===== src/sv/spr_pkg.sv =====
package spr_pkg;

   localparam logic [15:0] TIMEOUT_RESET = 16'd5000;
   localparam logic [15:0] CRC_POLY      = 16'h8005;
   localparam int          RSP_DATA_W    = 48;

   typedef enum logic [1:0] {
      OP_START = 2'd0,
      OP_BYTE  = 2'd1,
      OP_TICK  = 2'd2
   } spr_op_type;

   typedef enum logic [2:0] {
      PH_IDLE  = 3'd0,
      PH_HEAD  = 3'd1,
      PH_PARAM = 3'd2,
      PH_CRCL  = 3'd3,
      PH_CRCH  = 3'd4
   } spr_phase_type;

   typedef enum logic [2:0] {
      ST_OK      = 3'd0,
      ST_DEVERR  = 3'd1,
      ST_CRC     = 3'd2,
      ST_HEADER  = 3'd3,
      ST_TIMEOUT = 3'd4,
      ST_SHORT   = 3'd5
   } spr_status_type;

   typedef struct packed {
      spr_op_type  op;
      logic [7:0]  byte_value;
   } spr_item_type;

   typedef struct packed {
      logic            kind;
      logic [7:0]      data_byte;
      logic [7:0]      servo_id;
      spr_status_type  status_code;
      logic [7:0]      device_error;
      logic [15:0]     param_count;
      logic            last;
   } spr_result_type;

   function automatic logic [15:0] crc_byte(input logic [15:0] crc, input logic [7:0] b);
      logic [15:0] c;
      c = crc ^ {b, 8'h00};
      for (int k = 0; k < 8; k++) begin
         if (c[15]) begin
            c = {c[14:0], 1'b0} ^ CRC_POLY;
         end else begin
            c = {c[14:0], 1'b0};
         end
      end
      return c;
   endfunction

endpackage


===== src/sv/spr_parser.sv =====
module spr_parser (
   input  logic                    clock,
   input  logic                    reset,
   input  logic                    fire,
   input  spr_pkg::spr_item_type   item,
   input  logic [15:0]             timeout_ticks,
   output logic                    emit,
   output spr_pkg::spr_result_type result
);

   localparam logic [7:0] HEADER [4] = '{8'hFF, 8'hFF, 8'hFD, 8'h00};

   spr_pkg::spr_phase_type phase_ff, phase_in;
   logic [15:0] pos_ff, pos_in;
   logic [15:0] len_ff, len_in;
   logic [7:0]  id_ff, id_in;
   logic [7:0]  err_ff, err_in;
   logic [15:0] crc_ff, crc_in;
   logic [7:0]  crcl_ff, crcl_in;
   logic [15:0] ticks_ff, ticks_in;

   logic [15:0] crc_next;
   logic [15:0] count;
   logic [15:0] len_hi;
   logic [15:0] ticks_next;
   logic [15:0] pos_next;
   logic        head_bad;
   logic        is_short;
   logic        timed_out;
   logic        tick_live;

   assign crc_next   = spr_pkg::crc_byte(crc_ff, item.byte_value);
   assign count      = (len_ff >= 16'd4) ? (len_ff - 16'd4) : 16'd0;
   assign len_hi     = {item.byte_value, len_ff[7:0]};
   assign pos_next   = pos_ff + 16'd1;
   assign ticks_next = (ticks_ff != 16'hFFFF) ? (ticks_ff + 16'd1) : ticks_ff;
   assign head_bad   = (pos_ff < 16'd4) && (item.byte_value != HEADER[pos_ff[1:0]]);
   assign is_short   = (pos_ff == 16'd6) && (len_hi < 16'd4);
   assign tick_live  = (phase_ff == spr_pkg::PH_HEAD) && (pos_ff < 16'd7);
   assign timed_out  = ticks_next >= timeout_ticks;

   always_comb begin
      phase_in = phase_ff;
      pos_in   = pos_ff;
      len_in   = len_ff;
      id_in    = id_ff;
      err_in   = err_ff;
      crc_in   = crc_ff;
      crcl_in  = crcl_ff;
      ticks_in = ticks_ff;
      if (fire) begin
         unique case (item.op)
            spr_pkg::OP_START: begin
               phase_in = spr_pkg::PH_HEAD;
               pos_in   = '0;
               len_in   = '0;
               id_in    = '0;
               err_in   = '0;
               crc_in   = '0;
               crcl_in  = '0;
               ticks_in = '0;
            end
            spr_pkg::OP_BYTE: begin
               unique case (phase_ff)
                  spr_pkg::PH_HEAD: begin
                     if (head_bad) begin
                        phase_in = spr_pkg::PH_IDLE;
                     end else begin
                        crc_in = crc_next;
                        pos_in = pos_next;
                        if (pos_ff == 16'd4) begin
                           id_in = item.byte_value;
                        end
                        if (pos_ff == 16'd5) begin
                           len_in = {8'h00, item.byte_value};
                        end
                        if (pos_ff == 16'd6) begin
                           len_in = len_hi;
                        end
                        if (is_short) begin
                           phase_in = spr_pkg::PH_IDLE;
                        end
                        if (pos_ff == 16'd8) begin
                           err_in   = item.byte_value;
                           pos_in   = '0;
                           phase_in = (count == 16'd0) ? spr_pkg::PH_CRCL : spr_pkg::PH_PARAM;
                        end
                     end
                  end
                  spr_pkg::PH_PARAM: begin
                     crc_in = crc_next;
                     pos_in = pos_next;
                     if (pos_next >= count) begin
                        phase_in = spr_pkg::PH_CRCL;
                     end
                  end
                  spr_pkg::PH_CRCL: begin
                     crcl_in  = item.byte_value;
                     phase_in = spr_pkg::PH_CRCH;
                  end
                  spr_pkg::PH_CRCH: begin
                     phase_in = spr_pkg::PH_IDLE;
                  end
                  default: begin
                  end
               endcase
            end
            spr_pkg::OP_TICK: begin
               if (tick_live) begin
                  ticks_in = ticks_next;
                  if (timed_out) begin
                     phase_in = spr_pkg::PH_IDLE;
                  end
               end
            end
            default: begin
            end
         endcase
      end
   end

   always_comb begin
      emit                = 1'b0;
      result.kind         = 1'b1;
      result.data_byte    = '0;
      result.servo_id     = id_ff;
      result.status_code  = spr_pkg::ST_OK;
      result.device_error = err_ff;
      result.param_count  = '0;
      result.last         = 1'b1;
      unique case (item.op)
         spr_pkg::OP_BYTE: begin
            unique case (phase_ff)
               spr_pkg::PH_HEAD: begin
                  if (head_bad) begin
                     emit               = 1'b1;
                     result.status_code = spr_pkg::ST_HEADER;
                  end else if (is_short) begin
                     emit               = 1'b1;
                     result.status_code = spr_pkg::ST_SHORT;
                  end
               end
               spr_pkg::PH_PARAM: begin
                  emit                = (err_ff == 8'h00);
                  result.kind         = 1'b0;
                  result.data_byte    = item.byte_value;
                  result.device_error = '0;
                  result.param_count  = count;
                  result.last         = 1'b0;
               end
               spr_pkg::PH_CRCH: begin
                  emit               = 1'b1;
                  result.param_count = count;
                  if (err_ff != 8'h00) begin
                     result.status_code = spr_pkg::ST_DEVERR;
                  end else if ((crcl_ff != crc_ff[7:0]) || (item.byte_value != crc_ff[15:8])) begin
                     result.status_code = spr_pkg::ST_CRC;
                  end
               end
               default: begin
               end
            endcase
         end
         spr_pkg::OP_TICK: begin
            if (tick_live && timed_out) begin
               emit               = 1'b1;
               result.status_code = spr_pkg::ST_TIMEOUT;
            end
         end
         default: begin
         end
      endcase
   end

   always_ff @(posedge clock) begin
      if (reset) begin
         phase_ff <= spr_pkg::PH_IDLE;
         pos_ff   <= '0;
         len_ff   <= '0;
         id_ff    <= '0;
         err_ff   <= '0;
         crc_ff   <= '0;
         crcl_ff  <= '0;
         ticks_ff <= '0;
      end else begin
         phase_ff <= phase_in;
         pos_ff   <= pos_in;
         len_ff   <= len_in;
         id_ff    <= id_in;
         err_ff   <= err_in;
         crc_ff   <= crc_in;
         crcl_ff  <= crcl_in;
         ticks_ff <= ticks_in;
      end
   end

endmodule


===== src/sv/status_packet_receiver.sv =====
// Status packet receiver for a serial servo bus.
// Input items (req_*): req_tuser is the op (start, received byte, 1 us tick),
// req_tdata the received byte. A start arms the receiver and its timeout.
// Result items (rsp_*): rsp_tuser is 0 for a streamed parameter byte and 1 for
// the final status; rsp_tlast marks the final status. rsp_tdata carries the
// parameter byte, servo id, status code, device error and parameter count.
// csr_we/csr_wdata write the timeout in ticks (reset value 5000); write it
// only while no packet is in progress.
// An accepted item enters the input register and, once it can advance, is
// parsed into the output register, and any result it makes shows on
// rsp_tvalid. Throughput: one item per cycle while the output register is
// empty, rsp_tready is high or the item causes no result, set by the single
// parse stage with a one-byte CRC update between registers.
// When rsp_tready is low, the result holds and one more item is taken into
// the input register; req_tready then drops until the output drains, unless
// that item causes no result.
// Reset (synchronous, active high) empties both registers, returns the
// parser to idle and restores the timeout to its reset value.
module status_packet_receiver (
   input  logic        clock,
   input  logic        reset,
   input  logic        req_tvalid,
   output logic        req_tready,
   input  logic [7:0]  req_tdata,   // byte_value
   input  logic [1:0]  req_tuser,   // op
   output logic        rsp_tvalid,
   input  logic        rsp_tready,
   output logic [spr_pkg::RSP_DATA_W-1:0] rsp_tdata,
   // data_byte[7:0], servo_id[15:8], status_code[18:16], device_error[26:19],
   // param_count[42:27], zero fill
   output logic        rsp_tuser,   // kind
   output logic        rsp_tlast,   // last
   input  logic        csr_we,
   input  logic [15:0] csr_wdata
);

   logic                    in_valid_ff;
   spr_pkg::spr_item_type   in_item_ff;
   logic                    rsp_valid_ff;
   spr_pkg::spr_result_type rsp_ff;
   logic [15:0]             timeout_ff;
   logic                    emit;
   logic                    advance;
   spr_pkg::spr_result_type result;

   assign advance    = in_valid_ff && (!emit || !rsp_valid_ff || rsp_tready);
   assign req_tready = !in_valid_ff || advance;

   spr_parser u_parser (
      .clock         (clock),
      .reset         (reset),
      .fire          (advance),
      .item          (in_item_ff),
      .timeout_ticks (timeout_ff),
      .emit          (emit),
      .result        (result)
   );

   always_ff @(posedge clock) begin
      if (reset) begin
         timeout_ff <= spr_pkg::TIMEOUT_RESET;
      end else if (csr_we) begin
         timeout_ff <= csr_wdata;
      end
   end

   always_ff @(posedge clock) begin
      if (reset) begin
         in_valid_ff <= 1'b0;
      end else if (req_tvalid && req_tready) begin
         in_valid_ff <= 1'b1;
      end else if (advance) begin
         in_valid_ff <= 1'b0;
      end
   end

   always_ff @(posedge clock) begin
      if (req_tvalid && req_tready) begin
         in_item_ff.op         <= spr_pkg::spr_op_type'(req_tuser);
         in_item_ff.byte_value <= req_tdata;
      end
   end

   always_ff @(posedge clock) begin
      if (reset) begin
         rsp_valid_ff <= 1'b0;
      end else if (advance && emit) begin
         rsp_valid_ff <= 1'b1;
      end else if (rsp_tready) begin
         rsp_valid_ff <= 1'b0;
      end
   end

   always_ff @(posedge clock) begin
      if (advance && emit) begin
         rsp_ff <= result;
      end
   end

   assign rsp_tvalid = rsp_valid_ff;
   assign rsp_tuser  = rsp_ff.kind;
   assign rsp_tlast  = rsp_ff.last;
   assign rsp_tdata  = {5'b00000, rsp_ff.param_count, rsp_ff.device_error,
                        rsp_ff.status_code, rsp_ff.servo_id, rsp_ff.data_byte};

endmodule


===== config.mk =====
export PLATFORM = sky130hd
export DESIGN_NAME = status_packet_receiver
export DESIGN_NICKNAME = d
export VERILOG_FILES = /design/src/sv/spr_pkg.sv /design/src/sv/spr_parser.sv /design/src/sv/status_packet_receiver.sv
export SDC_FILE = /design/constraint.sdc
export NUM_CORES = 1
export LEC_CHECK = 0
export BUFFER_PORTS_ARGS = -buffer_cell sky130_fd_sc_hd__buf_4
export CAP_MARGIN = 20
export CORE_ASPECT_RATIO = 0.8
export CORE_UTILIZATION = 40
export DETAILED_ROUTE_END_ITERATION = 10
export GPL_TIMING_DRIVEN = 0
export PLACE_DENSITY = 0.68
export SYNTH_ARGS = -nofsm -noshare
export SYNTH_HDL_FRONTEND = slang
export SYNTH_HIERARCHICAL = 1
export SYNTH_SLANG_ARGS = --single-unit

===== constraint.sdc =====
create_clock -name clock -period 7.15 [get_ports clock]
set_input_delay 1.0725 -clock clock [delete_from_list [all_inputs] [get_ports clock]]
set_output_delay 1.0725 -clock clock [all_outputs]
set_load 0.02 [all_outputs]

# Yosys cells after proc, flatten, opt, wreduce, memory -nomap -nowiden
# Index checks and enable logic that the tools add are counted.
dict set report totals {
  out_inout_bits 52
  reg_bits 164
  input_bits 31
  wordCells 171
}
dict set report classes {
  bitwise_logic 10
  n_eq_ne 29
  reduce_logical 34
  addsub 3
  n_lt_le_gt_ge 7
  mux 67
}
# cell n
set op_table {}
lappend op_table {{16-bit 2-to-1 mux} 19}
lappend op_table {{16-bit one-hot mux with 2 select lines} 6}
lappend op_table {{8-bit 2-to-1 mux} 10}
lappend op_table {{16-bit by 3-bit equality test with 1-bit output, second input constant} 3}
lappend op_table {{16-bit by 3-bit less-than comparator with 1-bit output, second input constant} 3}
lappend op_table {{8-bit one-hot mux with 2 select lines} 3}
lappend op_table {{16-bit by 1-bit adder with 16-bit output, second input constant} 2}
lappend op_table {{16-bit >= comparator} 2}
lappend op_table {{3-bit 2-to-1 mux} 9}
lappend op_table {{25-bit 2-to-1 mux} 1}
lappend op_table {{8-bit != test} 3}
lappend op_table {{3-bit NOT} 8}
lappend op_table {{8-bit binary-select mux with 2-bit select} 1}
lappend op_table {{16-bit by 4-bit equality test with 1-bit output, second input constant} 1}
lappend op_table {{16-bit by 3-bit >= comparator with 1-bit output, second input constant} 1}
lappend op_table {{16-bit logical NOT} 1}
lappend op_table {{16-bit != test, second input constant} 1}
lappend op_table {{16-bit by 3-bit subtractor with 16-bit output, second input constant} 1}
lappend op_table {{16-bit XOR} 1}
lappend op_table {{5-bit AND reduction} 3}
lappend op_table {{2-bit by 1-bit != test with 1-bit output, second input constant} 6}
lappend op_table {{3-bit one-hot mux with 2 select lines} 2}
lappend op_table {{3-bit one-hot mux with 4 select lines} 1}
lappend op_table {{1-bit 2-to-1 mux} 9}
lappend op_table {{other kinds (32)} 53}

# Longest topological paths before layout
dict set report depth {
  depth_word 20
  mapped_depth 22
  ltp_nobuf 20
}

# Cells and area by module
# The synthesis kept the hierarchy.
# module n_inst area_per_inst_um2 cells_each
set modules_own_cells {}
lappend modules_own_cells {spr_parser 1 6361.1 798}
lappend modules_own_cells {status_packet_receiver 1 2384.8 125}

# Least setup slack after synthesis
# Ideal clock, no wire load.
dict set report synth_path {
  path_kind {flip-flop to flip-flop}
  startpoint {reg u_parser.ticks_ff[0]}
  endpoint {reg rsp_ff (netlist bit rsp_tdata[0]), enable pin}
  required_ns 6.703
  n_path_buf 1
  stages_incl_launch_ff 18
  setup_slack_ns 1.692
  t_arrival_ns 5.011
  path_cell_list {dfxtp_1 ha_1 and3_1 nand4_1 nor3_2 or2_2 clkbuf_1 nor2_1 xor2_1 ha_1 and4_1 o2111ai_1 a31o_2 a21oi_1 o211ai_1 o22ai_2 nand2_1 nor2_1}
}
dict set report synth_via {
  elab_chain_len 11
}
# item line_no
set synth_lines {}
lappend synth_lines {{start: declaration} spr_parser.sv:20} ;# logic [15:0] ticks_ff, ticks_in;
lappend synth_lines {{start signal: assignment} spr_parser.sv:193} ;# ticks_ff <= ticks_in;
lappend synth_lines {{16-bit by 1-bit adder with 16-bit output or 16-bit != test (tied branches)} spr_parser.sv:36} ;# assign ticks_next = (ticks_ff != 16'hFFFF) ? (ticks_ff + 16'd1) : ticks_ff;
lappend synth_lines {{16-bit 2-to-1 mux (*)} spr_parser.sv:36}
lappend synth_lines {{16-bit >= comparator (*)} spr_parser.sv:40} ;# assign timed_out = ticks_next >= timeout_ticks;
lappend synth_lines {{1-bit logical AND (*)} spr_parser.sv:165} ;# if (tick_live && timed_out) begin
lappend synth_lines {{1-bit 2-to-1 mux (*)} spr_parser.sv:165}
lappend synth_lines {{1-bit one-hot mux with 2 select lines (*)} spr_parser.sv:131} ;# unique case (item.op)
lappend synth_lines {{named net emit} status_packet_receiver.sv:42} ;# logic emit;
lappend synth_lines {{1-bit logical NOT} status_packet_receiver.sv:46} ;# assign advance = in_valid_ff && (!emit || !rsp_valid_ff || rsp_tready);
lappend synth_lines {{1-bit logical OR (2 in a row)} status_packet_receiver.sv:46}
lappend synth_lines {{1-bit logical AND} status_packet_receiver.sv:46}
lappend synth_lines {{1-bit logical AND (*)} status_packet_receiver.sv:95} ;# if (advance && emit) begin
lappend synth_lines {{end signal: assignment} status_packet_receiver.sv:96} ;# rsp_ff <= result;
lappend synth_lines {{end: declaration} status_packet_receiver.sv:40} ;# spr_pkg::spr_result_type rsp_ff;
# The timed path passes the listed nets; every way through them passes the cells marked *.
# A chain may end at the register's enable or synchronous reset.

# Worst setup path after layout
dict set report layout_path {
  startpoint {reg u_parser.ticks_ff[3]}
  endpoint {reg u_parser.crc_ff[9]}
}
dict set report layout_via {
  elab_chain_len 11
}
# item line_no
set layout_lines {}
lappend layout_lines {{16-bit by 1-bit adder with 16-bit output or 16-bit != test (tied branches)} spr_parser.sv:36}
lappend layout_lines {{16-bit 2-to-1 mux (*)} spr_parser.sv:36}
lappend layout_lines {{16-bit >= comparator (*)} spr_parser.sv:40}
lappend layout_lines {{1-bit logical AND (*)} spr_parser.sv:165}
lappend layout_lines {{1-bit 2-to-1 mux (*)} spr_parser.sv:165}
lappend layout_lines {{1-bit one-hot mux with 2 select lines (*)} spr_parser.sv:131}
lappend layout_lines {{named net emit} status_packet_receiver.sv:42}
lappend layout_lines {{1-bit logical NOT (*)} status_packet_receiver.sv:46}
lappend layout_lines {{1-bit logical OR (*) (2 in a row)} status_packet_receiver.sv:46}
lappend layout_lines {{1-bit logical AND (*)} status_packet_receiver.sv:46}
lappend layout_lines {{named net advance} status_packet_receiver.sv:43} ;# logic advance;
lappend layout_lines {{4-bit AND reduction (no source line) (*)} -}
lappend layout_lines {{end signal: assignment} spr_parser.sv:191} ;# crc_ff <= crc_in;
lappend layout_lines {{end: declaration} spr_parser.sv:18} ;# logic [15:0] crc_ff, crc_in;
# Marks and branches as above.

==> metrics.cfg <==
[worst_setup_path]
ff2ff_setup_slack_ns = 1.31
crit_buf_inv = 4
ff2ff_path_depth = 21
required_ns = 7.51
rr_startpoint = u_parser/ticks_ff[3]
crit_path_cell_trace = and2_1 > clkbuf_1 > nand4_1 > nor3_2 > or2_2 > clkbuf_1 > nor2_1 > xor2_1 > ha_1 > and4_1 > a221oi_1 > a21oi_1 > o211ai_1 > o22ai_2 > a21boi_0 > clkbuf_4 > o21ai_0 > a41oi_1 > clkbuf_1 > nand3_1 > a21oi_1
cp_slowest_cell = a41oi_1
start_kind = register
rr_endpoint = u_parser/crc_ff[9]
critPathArrivalTime_ns = 6.21
critPathKind = register to register
crit_fanout = 10
end_kind = register
crit_top_cell = clkbuf_1
crit_path_max_incr_delay_ns = 0.70
crit_family = compound AO/OA/AOI/OAI gates

[die]
initial_utilization_pct = 41.5
design.core.area_um2 = 21100
io_pins = 83
dieArea_um2 = 22500
dieHeight_um = 134
fp.dieW_um = 167
row_count = 47

[grt]
globalRouteTotalUtil_pct = 19.3
grt_pass1_vias = 6475
overflow = 0
grt_pass1_wl_um = 33700
grt_max_degree = 37
antenna_found_initial = 0

[job]
maxCapViolations = 0

[clock_tree]
clock_path_buffers = 2
cts_htree_levels = 4
clkTransAtPathRegs_ns = 0.07
cts-root-buf = clkbuf_16
cts.sinks = 164
cts_setup_buffers = 0
hold_buffers = 0
cts_resized = 0
clk_latency_ns = 0.44
cts_tree = built
cts_inserted_buffers = 17

[route]
drt-initial-drc-count = 593
wl_per_cell_um = 16.2
final_antenna_net_count = 0
first_pass_iters = 5
vias_per_cell = 5.40
finalWirelength_um = 21200
drc = 0
vias = 7051

[placed_design]
pre_cts_ws_ns = 0.820
dp.cells = 1273
dp_hpwl_um = 15800
io_buffers = 76
gp_congestion = 0.877

[cells_and_area]
nets = 1102
final_cell_count_no_fill = 1306
drive_gt1_share_pct = 15.6
diodes = 0
syn_to_final_growth_pct = 17.5
finish.utilization_pct = 48.8

[synth]
yosys_warnings = 6
synth_cell_types = 83
synth_edf_count = 55
syn_inst = 923
synthArstFlopShare_pct = 0
syn-cell-area_um2 = 8750
synth-seq-cells = 164
syn_area_per_cell_um2 = 9.48
ys.flop_type = dfxtp_1
synth_seq_area_share_pct = 43.8

[sta]
setup_viol = 0
fmax_mhz = 171
finalHoldViolCount = 0
finalCriticalPeriod_ns = 5.84
drv_slew = 0
layout_worst_path_cycle_share_pct = 81.7
grt_setup_unrepaired = no
finalWorstSetupSlack_ns = 1.31
fin_setup_tns_ns = 0
clock_skew_ns = 0.0138
holdWs_ns = 0.437
relSlewSlack_pct = 40.1
tightest_slew_ns = 0.887

[power]
p_per_area_nw_per_um2 = 198
peakVddDrop_uv = 121
p_leak_nw = 3.91

[hold_path]
hp-class = register to register
hold_start = u_parser/id_ff[4]
holdPathEnd = rsp_tdata[12]
hold-path-cell-count = 0

[run_status]
outcome = finished, final reports clean

[placed cells by master, fill, tap and decap left out, types with 16 or more instances in the layout]
master	n
inv_1	34
nand2_1	83
clkbuf_1	30
buf_4	83
clkbuf_16	17
ha_1	47
xor2_1	23
mux2i_1	32
dfxtp_1	109
nor2_1	108
a22oi_1	16
edfxtp_1	55
xnor2_1	40
nand3_1	51
a21oi_1	54
and2_1	32
[registers in the layout (all words and copies together), names as in the netlist]
name,flops
in_item_ff,10
in_valid_ff,1
rsp_tdata,43
rsp_tlast,1
rsp_tuser,1
rsp_tvalid,1
timeout_ff,16
u_parser/crc_ff,16
u_parser/crcl_ff,8
u_parser/err_ff,8
u_parser/id_ff,8
u_parser/len_ff,16
u_parser/phase_ff,3
u_parser/pos_ff,16
u_parser/ticks_ff,16
[metrics by stage]
step / power, mW / area [µm²]
final: 2.04 / 10300
after global routing: 2.10 / 10300
after CTS: 2.05 / 10300
after detailed placement: 1.15 / 9700
after global placement: 1.15 / 9670
after floorplan: 1.10 / 8760
[cells by family after synthesis]
family | Yosys count | share of synthesized area (%)
DFF | 164 | 43.8
and+or+nand+nor | 372 | 21.5
xor gates and xnor gates | 64 | 6.58
other | 1 | 0.0429
adders and majority gates | 47 | 6.72
AOI/OAI and AO/OA | 155 | 12.7
muxes | 37 | 4.31
buffers and inverters | 83 | 4.33
[power breakdown]
part	internal, mW	switching [mW]
Sequential	0.971	0.0124
Combinational	0.0605	0.0880
Clock	0.503	0.400
Total	1.54	0.500
[routing by layer]
layer / share of wire, % / track usage [%] / wire [µm]
met5: 0 / 0 / 0
met4: 1.5 / 6.57 / 313
met2: 43 / 28.7 / 9100
met1: 49 / 27.5 / 10400
met3: 6.6 / 4.01 / 1410
[synthesized netlist by cell type (12+ instances only)]
cell type	n	area share (%)
xnor2_1	40	4.0
nor2b_1	14	1.0
nand4_1	13	0.93
nor2_1	109	4.7
and2_1	32	2.3
xor2_1	23	2.3
nand2_1	83	3.6
a21oi_1	54	3.1
mux2i_1	32	3.7
a22oi_1	16	1.4
dfxtp_1	109	25
nor3_1	15	0.86
nand3_1	51	2.9
edfxtp_1	55	19
o21ai_0	12	0.69
inv_1	34	1.5
ha_1	47	6.7
clkbuf_1	29	1.2
[worst max-delay path by stage]
stage	startpoint	to	slack (ns)	cells after the start
2_1_floorplan	u_parser/ticks_ff[0]	rsp_tdata[0]	1.69	17
3_3_place_gp	u_parser/ticks_ff[3]	rsp_tdata[42]	0.21	17
3_5_place_dp	u_parser/ticks_ff[3]	u_parser/crc_ff[0]	0.82	20
4_1_cts	u_parser/ticks_ff[3]	u_parser/crc_ff[3]	0.70	20
5_1_grt	u_parser/ticks_ff[3]	u_parser/crc_ff[0]	0.79	21
6_report	u_parser/ticks_ff[3]	u_parser/crc_ff[9]	1.31	21
[worst register-to-register path: cells and delay by family, from the launching register on]
| kind | cells | cell delay [ns] |
|---|---|---|
| buffers and inverters | 4 | 1.23 |
| xor gates and xnor gates | 1 | 0.16 |
| and+or+nand+nor | 7 | 1.42 |
| AOI/OAI and AO/OA | 8 | 2.25 |
| adders and majority gates | 1 | 0.29 |
| DFF | 1 | 0.42 |
[cell type report]
class	instances	area (µm²)
plain buffers	49	251
clock buffers	20	457
clock inverters	12	119
fillers	2012	10800
inverters	34	128
multi-input cells	680	4560
flip-flops and latches	164	3830
well taps	269	337
repair buffers	78	598
(Power assumes the default switching activity.)
